**src/rtl/clr_pkg.sv**
```systemverilog
// shared constants, types and command/status structs of the clipped line rasterizer
`default_nettype none
package clr_pkg;

	localparam int COORD_BITS = 16;
	// internal coordinate width: input or offset plus headroom for the sum and differences
	localparam int CW = ((COORD_BITS > 16) ? COORD_BITS : 16) + 2;
	localparam int EW = CW + 1;
	localparam int PW = 2 * CW;
	localparam int DIV_CNT_W = $clog2(PW + 1);

	localparam int PIX_W = 15;
	localparam int COLOR_W = 32;
	localparam int OFS_W = 16;
	localparam int CLIP_POS_W = 15;
	localparam int CLIP_SIZE_W = 16;

	localparam int IN_TDATA_W = ((4 * COORD_BITS + 7) / 8) * 8;
	localparam int OUT_TDATA_W = ((2 * PIX_W + COLOR_W + 7) / 8) * 8;

	localparam int CFG_IDX_W = 3;
	localparam int CFG_DATA_W = 32;

	localparam logic [CFG_IDX_W-1:0] REG_OFS_H = 3'd0;
	localparam logic [CFG_IDX_W-1:0] REG_OFS_V = 3'd1;
	localparam logic [CFG_IDX_W-1:0] REG_CLIP_LEFT = 3'd2;
	localparam logic [CFG_IDX_W-1:0] REG_CLIP_TOP = 3'd3;
	localparam logic [CFG_IDX_W-1:0] REG_CLIP_WIDTH = 3'd4;
	localparam logic [CFG_IDX_W-1:0] REG_CLIP_HEIGHT = 3'd5;
	localparam logic [CFG_IDX_W-1:0] REG_COLOR = 3'd6;

	localparam logic ACT_LOAD = 1'b0;
	localparam logic ACT_STEP = 1'b1;

	typedef logic signed [CW-1:0] coord_t;
	typedef logic signed [EW-1:0] err_t;

	typedef struct packed {
		logic       load;
		logic       step;
		logic       mul;
		logic       div_start;
		logic       apply;
		logic       reject;
		logic       finish;
		logic [1:0] clip_k;
	} dp_cmd_t;

	typedef struct packed {
		logic box_reject;
		logic horiz;
		logic clip_cond;
		logic clip_reject;
		logic div_done;
		logic out_free;
	} dp_stat_t;

endpackage
`default_nettype wire

```
**src/rtl/clr_div.sv**
```systemverilog
// restoring divider on magnitudes, one quotient bit per cycle
`default_nettype none
module clr_div (
	input  wire logic                    clk,
	input  wire logic                    arst_n,
	input  wire logic                    start,
	input  wire logic [clr_pkg::PW-1:0]  dividend,
	input  wire logic [clr_pkg::CW-1:0]  divisor,
	output logic                         busy,
	output logic [clr_pkg::PW-1:0]       quotient
);
	import clr_pkg::*;

	logic [CW:0]          rem_q;
	logic [PW-1:0]        quo_q;
	logic [CW-1:0]        dvs_q;
	logic [DIV_CNT_W-1:0] cnt_q;
	logic                 busy_q;

	logic [CW:0]   shifted;
	logic [CW+1:0] diff;
	logic          ge;

	assign shifted = {rem_q[CW-1:0], quo_q[PW-1]};
	assign diff = {1'b0, shifted} - {2'b00, dvs_q};
	assign ge = !diff[CW+1];

	always_ff @(posedge clk or negedge arst_n) begin
		if (!arst_n) begin
			busy_q <= 1'b0;
			cnt_q <= '0;
		end else if (start) begin
			busy_q <= 1'b1;
			cnt_q <= DIV_CNT_W'(PW);
		end else if (busy_q) begin
			cnt_q <= cnt_q - DIV_CNT_W'(1);
			busy_q <= (cnt_q != DIV_CNT_W'(1));
		end
	end

	always_ff @(posedge clk) begin
		if (start) begin
			rem_q <= '0;
			quo_q <= dividend;
			dvs_q <= divisor;
		end else if (busy_q) begin
			rem_q <= ge ? diff[CW:0] : shifted;
			quo_q <= {quo_q[PW-2:0], ge};
		end
	end

	assign busy = busy_q;
	assign quotient = quo_q;

endmodule
`default_nettype wire

```
**src/rtl/clr_ctrl.sv**
```systemverilog
// load sequencer: bounding box test, four row clips, line setup
`default_nettype none
module clr_ctrl (
	input  wire logic              clk,
	input  wire logic              arst_n,
	input  wire logic              in_accept,
	input  wire logic              in_action,
	input  wire clr_pkg::dp_stat_t stat,
	output clr_pkg::dp_cmd_t       cmd,
	output logic                   idle
);
	import clr_pkg::*;

	typedef enum logic [3:0] {
		S_IDLE,
		S_BOX,
		S_CHK,
		S_MUL,
		S_DIVS,
		S_DIVW,
		S_APPLY,
		S_REJECT,
		S_FINISH
	} state_t;

	state_t     state_q;
	logic [1:0] k_q;

	always_ff @(posedge clk or negedge arst_n) begin
		if (!arst_n) begin
			state_q <= S_IDLE;
			k_q <= '0;
		end else begin
			unique case (state_q)
				S_IDLE: begin
					if (in_accept && in_action == ACT_LOAD) state_q <= S_BOX;
				end
				S_BOX: begin
					k_q <= '0;
					if (stat.box_reject) state_q <= S_REJECT;
					else if (stat.horiz) state_q <= S_FINISH;
					else state_q <= S_CHK;
				end
				S_CHK: begin
					if (stat.clip_cond) begin
						state_q <= stat.clip_reject ? S_REJECT : S_MUL;
					end else if (k_q == 2'd3) begin
						state_q <= S_FINISH;
					end else begin
						k_q <= k_q + 2'd1;
					end
				end
				S_MUL: state_q <= S_DIVS;
				S_DIVS: state_q <= S_DIVW;
				S_DIVW: begin
					if (stat.div_done) state_q <= S_APPLY;
				end
				S_APPLY: begin
					if (k_q == 2'd3) begin
						state_q <= S_FINISH;
					end else begin
						k_q <= k_q + 2'd1;
						state_q <= S_CHK;
					end
				end
				S_REJECT: begin
					if (stat.out_free) state_q <= S_IDLE;
				end
				S_FINISH: begin
					if (stat.out_free) state_q <= S_IDLE;
				end
				default: state_q <= S_IDLE;
			endcase
		end
	end

	always_comb begin
		cmd = '0;
		cmd.clip_k = k_q;
		cmd.load = (state_q == S_IDLE) && in_accept && (in_action == ACT_LOAD);
		cmd.step = (state_q == S_IDLE) && in_accept && (in_action == ACT_STEP);
		cmd.mul = (state_q == S_MUL);
		cmd.div_start = (state_q == S_DIVS);
		cmd.apply = (state_q == S_APPLY);
		cmd.reject = (state_q == S_REJECT) && stat.out_free;
		cmd.finish = (state_q == S_FINISH) && stat.out_free;
	end

	assign idle = (state_q == S_IDLE);

endmodule
`default_nettype wire

```
**src/rtl/clr_dp.sv**
```systemverilog
// datapath: config registers, endpoint clipping, bresenham walker, output register
`default_nettype none
module clr_dp (
	input  wire logic                             clk,
	input  wire logic                             arst_n,
	input  wire clr_pkg::dp_cmd_t                 cmd,
	output clr_pkg::dp_stat_t                     stat,
	input  wire logic signed [clr_pkg::COORD_BITS-1:0] start_x,
	input  wire logic signed [clr_pkg::COORD_BITS-1:0] start_y,
	input  wire logic signed [clr_pkg::COORD_BITS-1:0] end_x,
	input  wire logic signed [clr_pkg::COORD_BITS-1:0] end_y,
	input  wire logic                             cfg_we,
	input  wire logic [clr_pkg::CFG_IDX_W-1:0]    cfg_index,
	input  wire logic [clr_pkg::CFG_DATA_W-1:0]   cfg_data,
	input  wire logic                             out_ready,
	output logic                                  out_valid,
	output logic                                  line_active,
	output logic                                  write_enable,
	output logic [clr_pkg::PIX_W-1:0]             pixel_x,
	output logic [clr_pkg::PIX_W-1:0]             pixel_y,
	output logic [clr_pkg::COLOR_W-1:0]           pixel_value,
	output logic                                  last
);
	import clr_pkg::*;

	// configuration
	logic signed [OFS_W-1:0] ofs_h_q, ofs_v_q;
	logic [CLIP_POS_W-1:0]   left_q, top_q;
	logic [CLIP_SIZE_W-1:0]  width_q, height_q;
	logic [COLOR_W-1:0]      color_q;

	always_ff @(posedge clk or negedge arst_n) begin
		if (!arst_n) begin
			ofs_h_q <= '0;
			ofs_v_q <= '0;
			left_q <= '0;
			top_q <= '0;
			width_q <= '0;
			height_q <= '0;
			color_q <= '0;
		end else if (cfg_we) begin
			unique case (cfg_index)
				REG_OFS_H: ofs_h_q <= cfg_data[OFS_W-1:0];
				REG_OFS_V: ofs_v_q <= cfg_data[OFS_W-1:0];
				REG_CLIP_LEFT: left_q <= cfg_data[CLIP_POS_W-1:0];
				REG_CLIP_TOP: top_q <= cfg_data[CLIP_POS_W-1:0];
				REG_CLIP_WIDTH: width_q <= cfg_data[CLIP_SIZE_W-1:0];
				REG_CLIP_HEIGHT: height_q <= cfg_data[CLIP_SIZE_W-1:0];
				REG_COLOR: color_q <= cfg_data[COLOR_W-1:0];
				default: ;
			endcase
		end
	end

	// scissor bounds
	coord_t left_c, right_c, top_c, bottom_c, ybot_c;
	assign left_c = coord_t'(left_q);
	assign right_c = left_c + coord_t'(width_q);
	assign top_c = coord_t'(top_q);
	assign bottom_c = top_c + coord_t'(height_q);
	assign ybot_c = bottom_c - coord_t'(1);

	// endpoints: point 0 doubles as the walker position, point 1 as the stop point
	coord_t x0_q, y0_q, x1_q, y1_q;
	coord_t dx_q, dy_q;
	err_t   err_q;
	logic   neg_x_q, neg_y_q, major_x_q, busy_q;

	coord_t minx, maxx, miny, maxy;
	assign minx = (x0_q < x1_q) ? x0_q : x1_q;
	assign maxx = (x0_q < x1_q) ? x1_q : x0_q;
	assign miny = (y0_q < y1_q) ? y0_q : y1_q;
	assign maxy = (y0_q < y1_q) ? y1_q : y0_q;

	// clip k works on endpoint a (0 for k<2, else 1) toward b, row limit top or bottom
	logic   side_b;
	coord_t xa, ya, xb, yb, lim, dnum, tval, den;
	assign side_b = cmd.clip_k[1];
	assign xa = side_b ? x1_q : x0_q;
	assign ya = side_b ? y1_q : y0_q;
	assign xb = side_b ? x0_q : x1_q;
	assign yb = side_b ? y0_q : y1_q;
	assign lim = cmd.clip_k[0] ? ybot_c : top_c;
	assign dnum = xb - xa;
	assign tval = lim - ya;
	assign den = yb - ya;

	logic signed [PW-1:0] prod_s1;
	coord_t               den_s1;
	logic                 qneg_q;

	always_ff @(posedge clk) begin
		if (cmd.mul) begin
			prod_s1 <= PW'(dnum) * PW'(tval);
			den_s1 <= den;
		end
	end

	// rounding bias den/2 truncated toward zero
	coord_t               half;
	logic signed [PW-1:0] num;
	logic [PW-1:0]        num_mag;
	coord_t               den_mag;
	assign half = (den_s1 + coord_t'(den_s1[CW-1])) >>> 1;
	assign num = prod_s1 + PW'(half);
	assign num_mag = num[PW-1] ? -num : num;
	assign den_mag = den_s1[CW-1] ? -den_s1 : den_s1;

	always_ff @(posedge clk) begin
		if (cmd.div_start) qneg_q <= num[PW-1] ^ den_s1[CW-1];
	end

	logic          div_busy;
	logic [PW-1:0] quo;

	clr_div u_div (
		.clk      (clk),
		.arst_n   (arst_n),
		.start    (cmd.div_start),
		.dividend (num_mag),
		.divisor  (den_mag),
		.busy     (div_busy),
		.quotient (quo)
	);

	coord_t qs;
	assign qs = qneg_q ? -coord_t'(quo[CW-1:0]) : coord_t'(quo[CW-1:0]);

	// line setup
	coord_t adx, ady, amaj;
	logic   fmaj;
	assign adx = (x1_q > x0_q) ? (x1_q - x0_q) : (x0_q - x1_q);
	assign ady = (y1_q > y0_q) ? (y1_q - y0_q) : (y0_q - y1_q);
	assign fmaj = (adx >= ady);
	assign amaj = fmaj ? adx : ady;

	// walker
	logic   we, fin;
	coord_t sx, sy;
	err_t   err_sub, minor_e, major_e;
	assign we = (x0_q >= left_c) && (x0_q < right_c);
	assign fin = (x0_q == x1_q) && (y0_q == y1_q);
	assign sx = neg_x_q ? -coord_t'(1) : coord_t'(1);
	assign sy = neg_y_q ? -coord_t'(1) : coord_t'(1);
	assign minor_e = major_x_q ? err_t'({1'b0, dy_q}) : err_t'({1'b0, dx_q});
	assign major_e = major_x_q ? err_t'({1'b0, dx_q}) : err_t'({1'b0, dy_q});
	assign err_sub = err_q - minor_e;

	always_ff @(posedge clk) begin
		if (cmd.load) begin
			x0_q <= coord_t'(start_x) + coord_t'(ofs_h_q);
			y0_q <= coord_t'(start_y) + coord_t'(ofs_v_q);
			x1_q <= coord_t'(end_x) + coord_t'(ofs_h_q);
			y1_q <= coord_t'(end_y) + coord_t'(ofs_v_q);
		end else if (cmd.apply) begin
			if (side_b) begin
				x1_q <= x1_q + qs;
				y1_q <= lim;
			end else begin
				x0_q <= x0_q + qs;
				y0_q <= lim;
			end
		end else if (cmd.finish) begin
			dx_q <= adx;
			dy_q <= ady;
			neg_x_q <= !(x0_q < x1_q);
			neg_y_q <= !(y0_q < y1_q);
			major_x_q <= fmaj;
			err_q <= err_t'({1'b0, amaj}) >>> 1;
		end else if (cmd.step && busy_q && !fin) begin
			if (major_x_q) x0_q <= x0_q + sx;
			else y0_q <= y0_q + sy;
			if (err_sub[EW-1]) begin
				if (major_x_q) y0_q <= y0_q + sy;
				else x0_q <= x0_q + sx;
				err_q <= err_sub + major_e;
			end else begin
				err_q <= err_sub;
			end
		end
	end

	always_ff @(posedge clk or negedge arst_n) begin
		if (!arst_n) begin
			busy_q <= 1'b0;
		end else if (cmd.reject) begin
			busy_q <= 1'b0;
		end else if (cmd.finish) begin
			busy_q <= 1'b1;
		end else if (cmd.step && busy_q && fin) begin
			busy_q <= 1'b0;
		end
	end

	// output register
	logic               out_valid_q, out_active_q, out_we_q, out_last_q;
	logic [PIX_W-1:0]   out_x_q, out_y_q;
	logic [COLOR_W-1:0] out_val_q;
	logic               emit, out_free;

	assign out_free = !out_valid_q || out_ready;
	assign emit = cmd.step || cmd.reject || cmd.finish;

	always_ff @(posedge clk or negedge arst_n) begin
		if (!arst_n) out_valid_q <= 1'b0;
		else if (emit) out_valid_q <= 1'b1;
		else if (out_ready) out_valid_q <= 1'b0;
	end

	always_ff @(posedge clk) begin
		if (emit) begin
			out_active_q <= cmd.finish || (cmd.step && busy_q);
			out_we_q <= 1'b0;
			out_x_q <= '0;
			out_y_q <= '0;
			out_val_q <= '0;
			out_last_q <= 1'b0;
			if (cmd.step && busy_q) begin
				out_we_q <= we;
				out_x_q <= we ? x0_q[PIX_W-1:0] : '0;
				out_y_q <= y0_q[PIX_W-1:0];
				out_val_q <= we ? color_q : '0;
				out_last_q <= fin;
			end
		end
	end

	always_comb begin
		stat.box_reject = (width_q == '0) || (height_q == '0) || (maxx < left_c) ||
			(minx >= right_c) || (maxy < top_c) || (miny >= bottom_c);
		stat.horiz = (y0_q == y1_q);
		stat.clip_cond = cmd.clip_k[0] ? (ya > ybot_c) : (ya < top_c);
		stat.clip_reject = !cmd.clip_k[1] && (cmd.clip_k[0] ? (yb > ybot_c) : (yb < top_c));
		stat.div_done = !div_busy;
		stat.out_free = out_free;
	end

	assign out_valid = out_valid_q;
	assign line_active = out_active_q;
	assign write_enable = out_we_q;
	assign pixel_x = out_x_q;
	assign pixel_y = out_y_q;
	assign pixel_value = out_val_q;
	assign last = out_last_q;

endmodule
`default_nettype wire

```
**src/rtl/clipped_line_rasterizer_top.sv**
```systemverilog
// Clipped Bresenham line rasterizer.
// Input stream: s_tuser selects the beat kind (0 loads a line, 1 steps one pixel);
// s_tdata carries the endpoints, used on loads only. Configuration is written through
// cfg_we / cfg_index / cfg_data; the user must do so only while no beat is in flight,
// as the block does not enforce it. Every input beat yields exactly one output beat.
// m_tuser says whether a line is active and whether the pixel is inside the scissor
// columns; m_tlast marks the end point. A step beat's result is registered at its
// accepting edge and is valid the next cycle, so steps run at one pixel per cycle while
// the output is drained. A load runs a sequencer: offset, bounding box test, then up to
// two endpoint row clips, each a multiply plus a shift-subtract divide; a horizontal
// line skips the clips. s_tready stays low while a load is being worked on.
// Reset clears the configuration to zero, drops any line and empties the output register.
// When m_tready is low the finished beat waits in the output register and s_tready
// drops until it is taken; nothing is lost.
`default_nettype none
module clipped_line_rasterizer_top (
	input  wire logic                              clk,
	input  wire logic                              arst_n,
	input  wire logic                              s_tvalid,
	output logic                                   s_tready,
	// start_x, start_y, end_x, end_y
	input  wire logic [clr_pkg::IN_TDATA_W-1:0]    s_tdata,
	// action
	input  wire logic                              s_tuser,
	output logic                                   m_tvalid,
	input  wire logic                              m_tready,
	// pixel_x, pixel_y, pixel_value, zero pad
	output logic [clr_pkg::OUT_TDATA_W-1:0]        m_tdata,
	// line_active, write_enable
	output logic [1:0]                             m_tuser,
	output logic                                   m_tlast,
	input  wire logic                              cfg_we,
	input  wire logic [clr_pkg::CFG_IDX_W-1:0]     cfg_index,
	input  wire logic [clr_pkg::CFG_DATA_W-1:0]    cfg_data
);
	import clr_pkg::*;

	dp_cmd_t cmd;
	dp_stat_t stat;
	logic ctrl_idle, in_accept;
	logic line_active, write_enable;
	logic [PIX_W-1:0] pixel_x, pixel_y;
	logic [COLOR_W-1:0] pixel_value;

	assign s_tready = ctrl_idle && stat.out_free;
	assign in_accept = s_tvalid && s_tready;

	clr_ctrl u_ctrl (
		.clk       (clk),
		.arst_n    (arst_n),
		.in_accept (in_accept),
		.in_action (s_tuser),
		.stat      (stat),
		.cmd       (cmd),
		.idle      (ctrl_idle)
	);

	clr_dp u_dp (
		.clk          (clk),
		.arst_n       (arst_n),
		.cmd          (cmd),
		.stat         (stat),
		.start_x      (signed'(s_tdata[COORD_BITS-1:0])),
		.start_y      (signed'(s_tdata[2*COORD_BITS-1:COORD_BITS])),
		.end_x        (signed'(s_tdata[3*COORD_BITS-1:2*COORD_BITS])),
		.end_y        (signed'(s_tdata[4*COORD_BITS-1:3*COORD_BITS])),
		.cfg_we       (cfg_we),
		.cfg_index    (cfg_index),
		.cfg_data     (cfg_data),
		.out_ready    (m_tready),
		.out_valid    (m_tvalid),
		.line_active  (line_active),
		.write_enable (write_enable),
		.pixel_x      (pixel_x),
		.pixel_y      (pixel_y),
		.pixel_value  (pixel_value),
		.last         (m_tlast)
	);

	assign m_tdata = OUT_TDATA_W'({pixel_value, pixel_y, pixel_x});
	assign m_tuser = {write_enable, line_active};

	// a load beat closes the input until its result is built
	a_load_blocks: assert property (@(posedge clk) disable iff (!arst_n)
		(in_accept && s_tuser == ACT_LOAD) |=> !s_tready)
		else $error("input open right after a load beat");

	// input is only open when the output register can take the result
	a_out_room: assert property (@(posedge clk) disable iff (!arst_n)
		s_tready |-> (!m_tvalid || m_tready))
		else $error("input open while output is stalled");

	// a step beat produces its result on the next edge
	a_step_result: assert property (@(posedge clk) disable iff (!arst_n)
		(in_accept && s_tuser == ACT_STEP) |=> m_tvalid)
		else $error("step beat without a result");

	// visible pixels and end points belong to an active line
	a_we_active: assert property (@(posedge clk) disable iff (!arst_n)
		(m_tvalid && (m_tuser[1] || m_tlast)) |-> m_tuser[0])
		else $error("pixel flags set without an active line");

endmodule
`default_nettype wire
```
**config.mk**
```make
export PLATFORM = sky130hd
export DESIGN_NAME = clipped_line_rasterizer_top
export DESIGN_NICKNAME = d
export VERILOG_FILES = /design/src/rtl/clr_pkg.sv /design/src/rtl/clr_div.sv /design/src/rtl/clr_ctrl.sv /design/src/rtl/clr_dp.sv /design/src/rtl/clipped_line_rasterizer_top.sv
export SDC_FILE = /design/constraint.sdc
export NUM_CORES = 2
export LEC_CHECK = 0
export BUFFER_PORTS_ARGS = -buffer_cell sky130_fd_sc_hd__buf_4
export CAP_MARGIN = 10
export CORE_AREA = 8 8 383 385
export CTS_CLUSTER_SIZE = 16
export DETAILED_ROUTE_END_ITERATION = 10
export DIE_AREA = 0 0 391 393
export GPL_ROUTABILITY_DRIVEN = 0
export SYNTH_ARGS = -nofsm -noshare
export SYNTH_HDL_FRONTEND = slang
export SYNTH_HIERARCHICAL = 1
export SYNTH_SLANG_ARGS = --single-unit
```
**constraint.sdc**
```tcl
create_clock -name clk -period 10.9 [get_ports clk]
set_input_delay 2.725 -clock clk [delete_from_list [all_inputs] [get_ports clk]]
set_output_delay 2.725 -clock clk [all_outputs]
set_load 0.05 [all_outputs]
```
After elaboration in Yosys (flattened, before gate mapping)
Index checks and enable logic that the tools add are counted.
Word-level totals
  bits in registers: 463
  input bits: 105
  output and inout bits: 69
  word-level logic and storage cells: 237
Operators by class
  $add $sub $neg: 28
  bitwise logic cells: 4
  magnitude comparators: 15
  multiplexer cells: 71
  reduce and logical (&&, ||, !) cells: 56
  eq/ne operators: 25
  $mul: 1
Operator list (number)
  two-way mux 18 bit: 40
  subtractor 18 bit: 7
  two-way mux 36 bit: 3
  adder 18 bit: 4
  greater-than comparator 18 bit: 4
  less-than comparator 18 x 16 -> 1 bit: 4
  adder 16 x 16 -> 17 bit: 4
  >= comparator 18 bit: 3
  less-than comparator 18 bit: 3
  two-way mux 19 bit: 2
  adder 36 x 17 -> 36 bit: 1
  == test 18 bit: 2
  multiplier 18 x 18 -> 36 bit: 1
  negation 18 bit: 2
  negation 36 bit: 1
  adder 15 x 16 -> 17 bit: 2
  two-way mux 17 bit: 2
  logical NOT 16 bit: 2
  two-way mux 4 bit: 8
  case mux 4 bit (8 select lines): 1
  AND reduction 2 bit: 10
  subtractor 19 x 18 -> 20 bit: 1
  adder 19 bit: 1
  subtractor 19 bit: 1
  other kinds (35): 91

Depth between registers and ports, before layout
  depth after elaboration: 12
  gate-level depth with buffers: 45
  mapped depth without buffers: 44

By module
Netlist, hierarchy kept.
Modules (own cells, without submodules)
  clr_dp: cells an instance 5797, sequential area each 10710.3 sq um, area each 51007.7 sq um, times used 1
  clr_div: cells an instance 338, sequential area each 2157.1 sq um, area each 4081.4 sq um, times used 1
  clr_ctrl: cells an instance 67, sequential area each 150.1 sq um, area each 579.3 sq um, times used 1
  clipped_line_rasterizer_top: cells an instance 7, sequential area each 0.0 sq um, area each 46.3 sq um, times used 1

Worst setup path before layout
OpenSTA, ideal clock, no wires.
  kind: flip-flop to flip-flop
  start: register u_ctrl.k_q[1]
  end: register u_dp.prod_s1[35], data pin
  arrival: 10.005 ns
  stages on the path, launching flop included: 42
  path buffers: 7
  data required time: 10.640 ns
  library setup time: 0.260 ns
  period minus slack after synthesis: 10.264 ns
  slack: 0.636 ns
  cells stage by stage: dfrtp_1 buf_2 buf_2 buf_2 buf_1 buf_1 clkbuf_1 clkbuf_1 nand2_1 o21ai_0 inv_1 ha_1 nor2b_1 o21ai_0 a21oi_1 o41ai_1 o21ai_0 o21ai_0 (+6 left out) fa_1 inv_1 fa_1 fa_1 fa_1 inv_1 fa_1 inv_1 ha_1 and3_1 a211oi_1 o21ai_0 a21oi_1 a211oi_1 or3_1 a211o_1 a21oi_1 xnor2_1
On the way
  cells in the longest elaborated chain, start to end: 3
  elaborated cells on any way between the ends: 6
  classes of those cells: 2 x add/sub; 1 x mul; 3 x mux
Ends and longest elaborated chain
  start: declaration: RTL line clr_ctrl.sv:27  | logic [1:0] k_q;
  start signal: assignment: RTL line clr_ctrl.sv:50  | k_q <= k_q + 2'd1;
  start signal: assignment: RTL line clr_ctrl.sv:62  | k_q <= k_q + 2'd1;
  two-way mux 18 bit, on equally long branches: RTL line clr_dp.sv:81, clr_dp.sv:79, clr_dp.sv:80
  subtractor 18 bit, on equally long branches: RTL line clr_dp.sv:84, clr_dp.sv:85
  multiplier 18 x 18 -> 36 bit (*): RTL line clr_dp.sv:94  | prod_s1 <= PW'(dnum) * PW'(tval);
  end signal: assignment: RTL line clr_dp.sv:94
  end: declaration: RTL line clr_dp.sv:88  | logic signed [PW-1:0] prod_s1;
Every way passes the cells marked *; elsewhere a longest branch is shown, timed or not.
A chain may end at the register's enable or synchronous reset.

Worst setup path after layout
  start: register u_dp.height_q[0]
  end: register u_dp.prod_s1[35], data pin
On the way
  cells in the longest elaborated chain, start to end: 5
Ends and longest elaborated chain
  start: declaration: RTL line clr_dp.sv:29  | logic [CLIP_SIZE_W-1:0] width_q, height_q;
  start signal: assignment: RTL line clr_dp.sv:48  | REG_CLIP_HEIGHT: height_q <= cfg_data[CLIP_SIZE_W-1:0];
  adder 15 x 16 -> 17 bit: RTL line clr_dp.sv:60  | assign bottom_c = top_c + coord_t'(height_q);
  subtractor 18 x 2 -> 18 bit: RTL line clr_dp.sv:61  | assign ybot_c = bottom_c - coord_t'(1);
  two-way mux 18 bit: RTL line clr_dp.sv:83  | assign lim = cmd.clip_k[0] ? ybot_c : top_c;
  subtractor 18 bit: RTL line clr_dp.sv:85  | assign tval = lim - ya;
  multiplier 18 x 18 -> 36 bit: RTL line clr_dp.sv:94
Every way passes these cells.

==> impl_results.md <==
* Cell at the slowest stage of the critical path: fa_1
* CTS tree: done
* Post-Layout Cell Count at 8300
* IO Pins at 174
* Adder-cell share of the synthesized area at 26.7%
* Clock Pin Slew Worst Setup and Hold Paths at 0.06 ns
* Filler Cell Count at 13800
* Crit-path max FO at 14
* Number of synthesized register bits at 463
* Metal3 WL at 13.6 mm
* Tot GR Track Use at 22.8%
* Final Hold Fails at 0
* F_max at 0.0955 GHz
* Starting Density at 39.6%
* Layout Skew at 0.0464 ns
* Worst hold stages at 2
* Met2 WL at 81.7 mm
* Die height at 393 microns
* Share of cells above drive strength 1 at 11.1%
* CTS Buf Count at 58
* Post-DP HPWL at 145 mm
* Initial antenna violation count at 9
* Clk Latency, worst-skew pair at 0.68 ns
* Final instance area at 0.0618 sq mm
* Vias in the first global route at 45500
* Register area share after synthesis at 23.4%
* Area leader, netlist: edfxtp_1
* First-pass GRT wire length at 274 mm
* Top-area cell type share of the netlist area at 16.4%
* CTS Root Cell: clkbuf_16
* Initial DRT Pass Iterations at 5
* Area of the multi-input gates at 0.0395 sq mm
* Final core occ at 44.0%
* GRT overflow at 0
* Worst Path Buf+Inv at 6
* Vias per inst at 5.69
* Worst-Margin Slew at 1.27 ns
* CP Class: register to register
* Top Family by Delay on Critical Path: adder cells
* Hold_ws at 0.488 ns
* Area Growth Syn to Fin at 11.0%
* Register area at 0.0130 sq mm
* R2R cell count at 39
* Final slew viol count at 0
* Die area at 0.154 sq mm
* Met1 wire length at 78.9 mm
* Antenna Violating Nets Remaining at 0
* Yosys cell types at 120
* Final nets at 7436
* Avg WL per Cell at 21.9 microns
* Crit path capture type: register
* Synth Area in Compound Gates at 16.9%
* Total number of yosys warnings at 6
* Vias at 47200
* Slew Limit Headroom at 15.1%
* Multiplexer share of the synthesized area at 5.52%
* EDFF count, synth at 304
* Main combinational cell family by area after synthesis: adder cells
* Mapped Cells at 6209
* Post-synthesis simple-gate area fraction at 14.9%
* Post-route minimum period at 10.48 ns
* Synth top area cells: edfxtp_1, ha_1, fa_1, dfrtp_1, inv_1
* Final setup violating endpoints at 0
* Syn Area/Cell at 8.97 sq um
* Core area at 0.141 sq mm
* Cells after DPL at 8182
* PortBufs at 171
* 1st-iter DRT viols at 3984
* Post-synthesis xor/xnor area fraction at 6.43%
* Die Wd at 391 microns
* Cell mode on critical path: fa_1
* Synth async-reset ratio at 30.5%
* Arr. time, crit path at 10.86 ns
* Reg2Reg Setup Slack at 0.42 ns
* WP depth at 39
* CP Launch Type: register
* Fin crit share at 96.1%
* CTS Hold Bufs at 0
* Post-synth top flop: edfxtp_1
* Max-cap violations at 0
* Largest net degree at the start of global routing at 69
* Worst Hold Class: register to register
* CTS H-tree depth at 2
* CP peak stage delay at 0.52 ns
* Outcome: finished, final reports clean
* Final wirelength at 182 mm
* DRC violations left at 0
* Highest routed metal layer: met4
* Critical Path RT at 11.28 ns
* CTS sink count at 463
* Rows at 138
* Area post-placement at 0.0596 sq mm
* Clock buffer depth at 3
* Cell Area, Synth at 0.0557 sq mm
[sequential cells by signal, summed over array words and instances, names as in the netlist, 19 cells and up]
name	cells
u_dp/prod_s1	36
u_dp/u_div/quotient	36
u_dp/color_q	32
u_dp/pixel_value	32
u_dp/err_q	19
[through the flow]
step / TNS (ns) / worst slack, ns
6_report: 0 / 0.424
5_1_grt: -0.0436 / -0.0436
4_1_cts: 0 / 0.246
3_5_place_dp: 0 / 0.312
3_3_place_gp: 0 / 0.423
2_1_floorplan: 0 / 0.636
[layer usage]
metal,GRT usage [%],vias up
met2,36.0,1653
li1,-,22100
met5,0,-
met3,3.64,339
met4,8.39,0
met1,31.4,23100
[cell type report]
| class | count | area share (%) |
|---|---|---|
| tap | 1890 | 3.82 |
| clock inverter | 35 | 0.836 |
| multi-input combinational | 4847 | 63.9 |
| clock buffer | 75 | 2.55 |
| antenna | 4 | 0.0162 |
| timing repair buffer | 302 | 3.69 |
| inverter | 684 | 4.15 |
| sequential | 463 | 21.1 |
[cells in the mapped netlist, types with 36 or more instances]
library cell	number
a211oi_1	86
a21o_1	137
a21oi_1	392
a31oi_1	50
and2_1	66
clkbuf_1	168
dfrtp_1	141
edfxtp_1	304
fa_1	350
ha_1	625
inv_1	677
mux2_2	184
mux2i_1	94
nand2_1	573
nand2b_1	97
nand3_1	86
nand4_1	51
nor2_1	391
nor2b_1	95
nor3_1	148
o211ai_1	36
o21a_1	70
o21ai_0	344
o21bai_1	36
o31ai_1	42
or3_1	43
xnor2_1	259
xor2_1	143
[worst min-delay path, stage by stage (launching register included)]
cell	delay [ns]
dfxtp_1	0.32
nand2_1	0.05
o21ai_0	0.06
[timing repair]
item,4_1_cts,5_1_grt
resized for setup,0,17
buffers inserted,0,3
hold endpoints to repair,0,0
setup endpoints to repair,0,7
[path summary, 6_finish.rpt]
path,to,start
max in group asynchronous,u_dp/top_q[0],arst_n
min in group asynchronous,u_dp/ofs_h_q[1],arst_n
hold / removal,u_dp/u_div/rem_q[8],u_dp/u_div/rem_q[8]
setup reg to reg,u_dp/prod_s1[35],u_dp/height_q[0]
setup / recovery,u_dp/prod_s1[35],u_dp/height_q[0]
hold reg to reg,u_dp/u_div/rem_q[8],u_dp/u_div/rem_q[8]
[cells by family after synthesis]
kind of cell / after synthesis
mux: 282
buf+inv: 900
flops: 463
other cells: 1
fa+ha+maj: 977
xor+xnor: 405
simple gates: 1721
compound gates: 1460
[cells in the final DEF (no fill, tap or decap), types with 15 or more instances in the layout]
master,synthesis,layout
inv_1,677,677
ha_1,625,624
nand2_1,573,573
nor2_1,391,386
a21oi_1,392,386
fa_1,350,350
o21ai_0,344,341
edfxtp_1,304,304
buf_4,7,300
xnor2_1,259,253
mux2_2,184,184
nor3_1,148,143
xor2_1,143,141
dfrtp_1,141,140
a21o_1,137,137
nand2b_1,97,97
nor2b_1,95,94
mux2i_1,94,94
nand3_1,86,86
a211oi_1,86,85
o21a_1,70,70
and2_1,66,66
clkbuf_16,0,59
nand4_1,51,51
a31oi_1,50,50
or3_1,43,42
o31ai_1,42,41
o21bai_1,36,36
o211ai_1,36,36
and3_1,33,32
a21boi_0,31,30
or2_2,27,27
nor4_1,24,24
dfxtp_1,18,18
o22ai_1,17,17
a221oi_1,17,17
nor3b_1,18,16
a31o_2,15,15
a211o_1,15,15
Power is not shown: default switching activity piles up to over one toggle a cycle in this logic, so the estimate is an artifact.
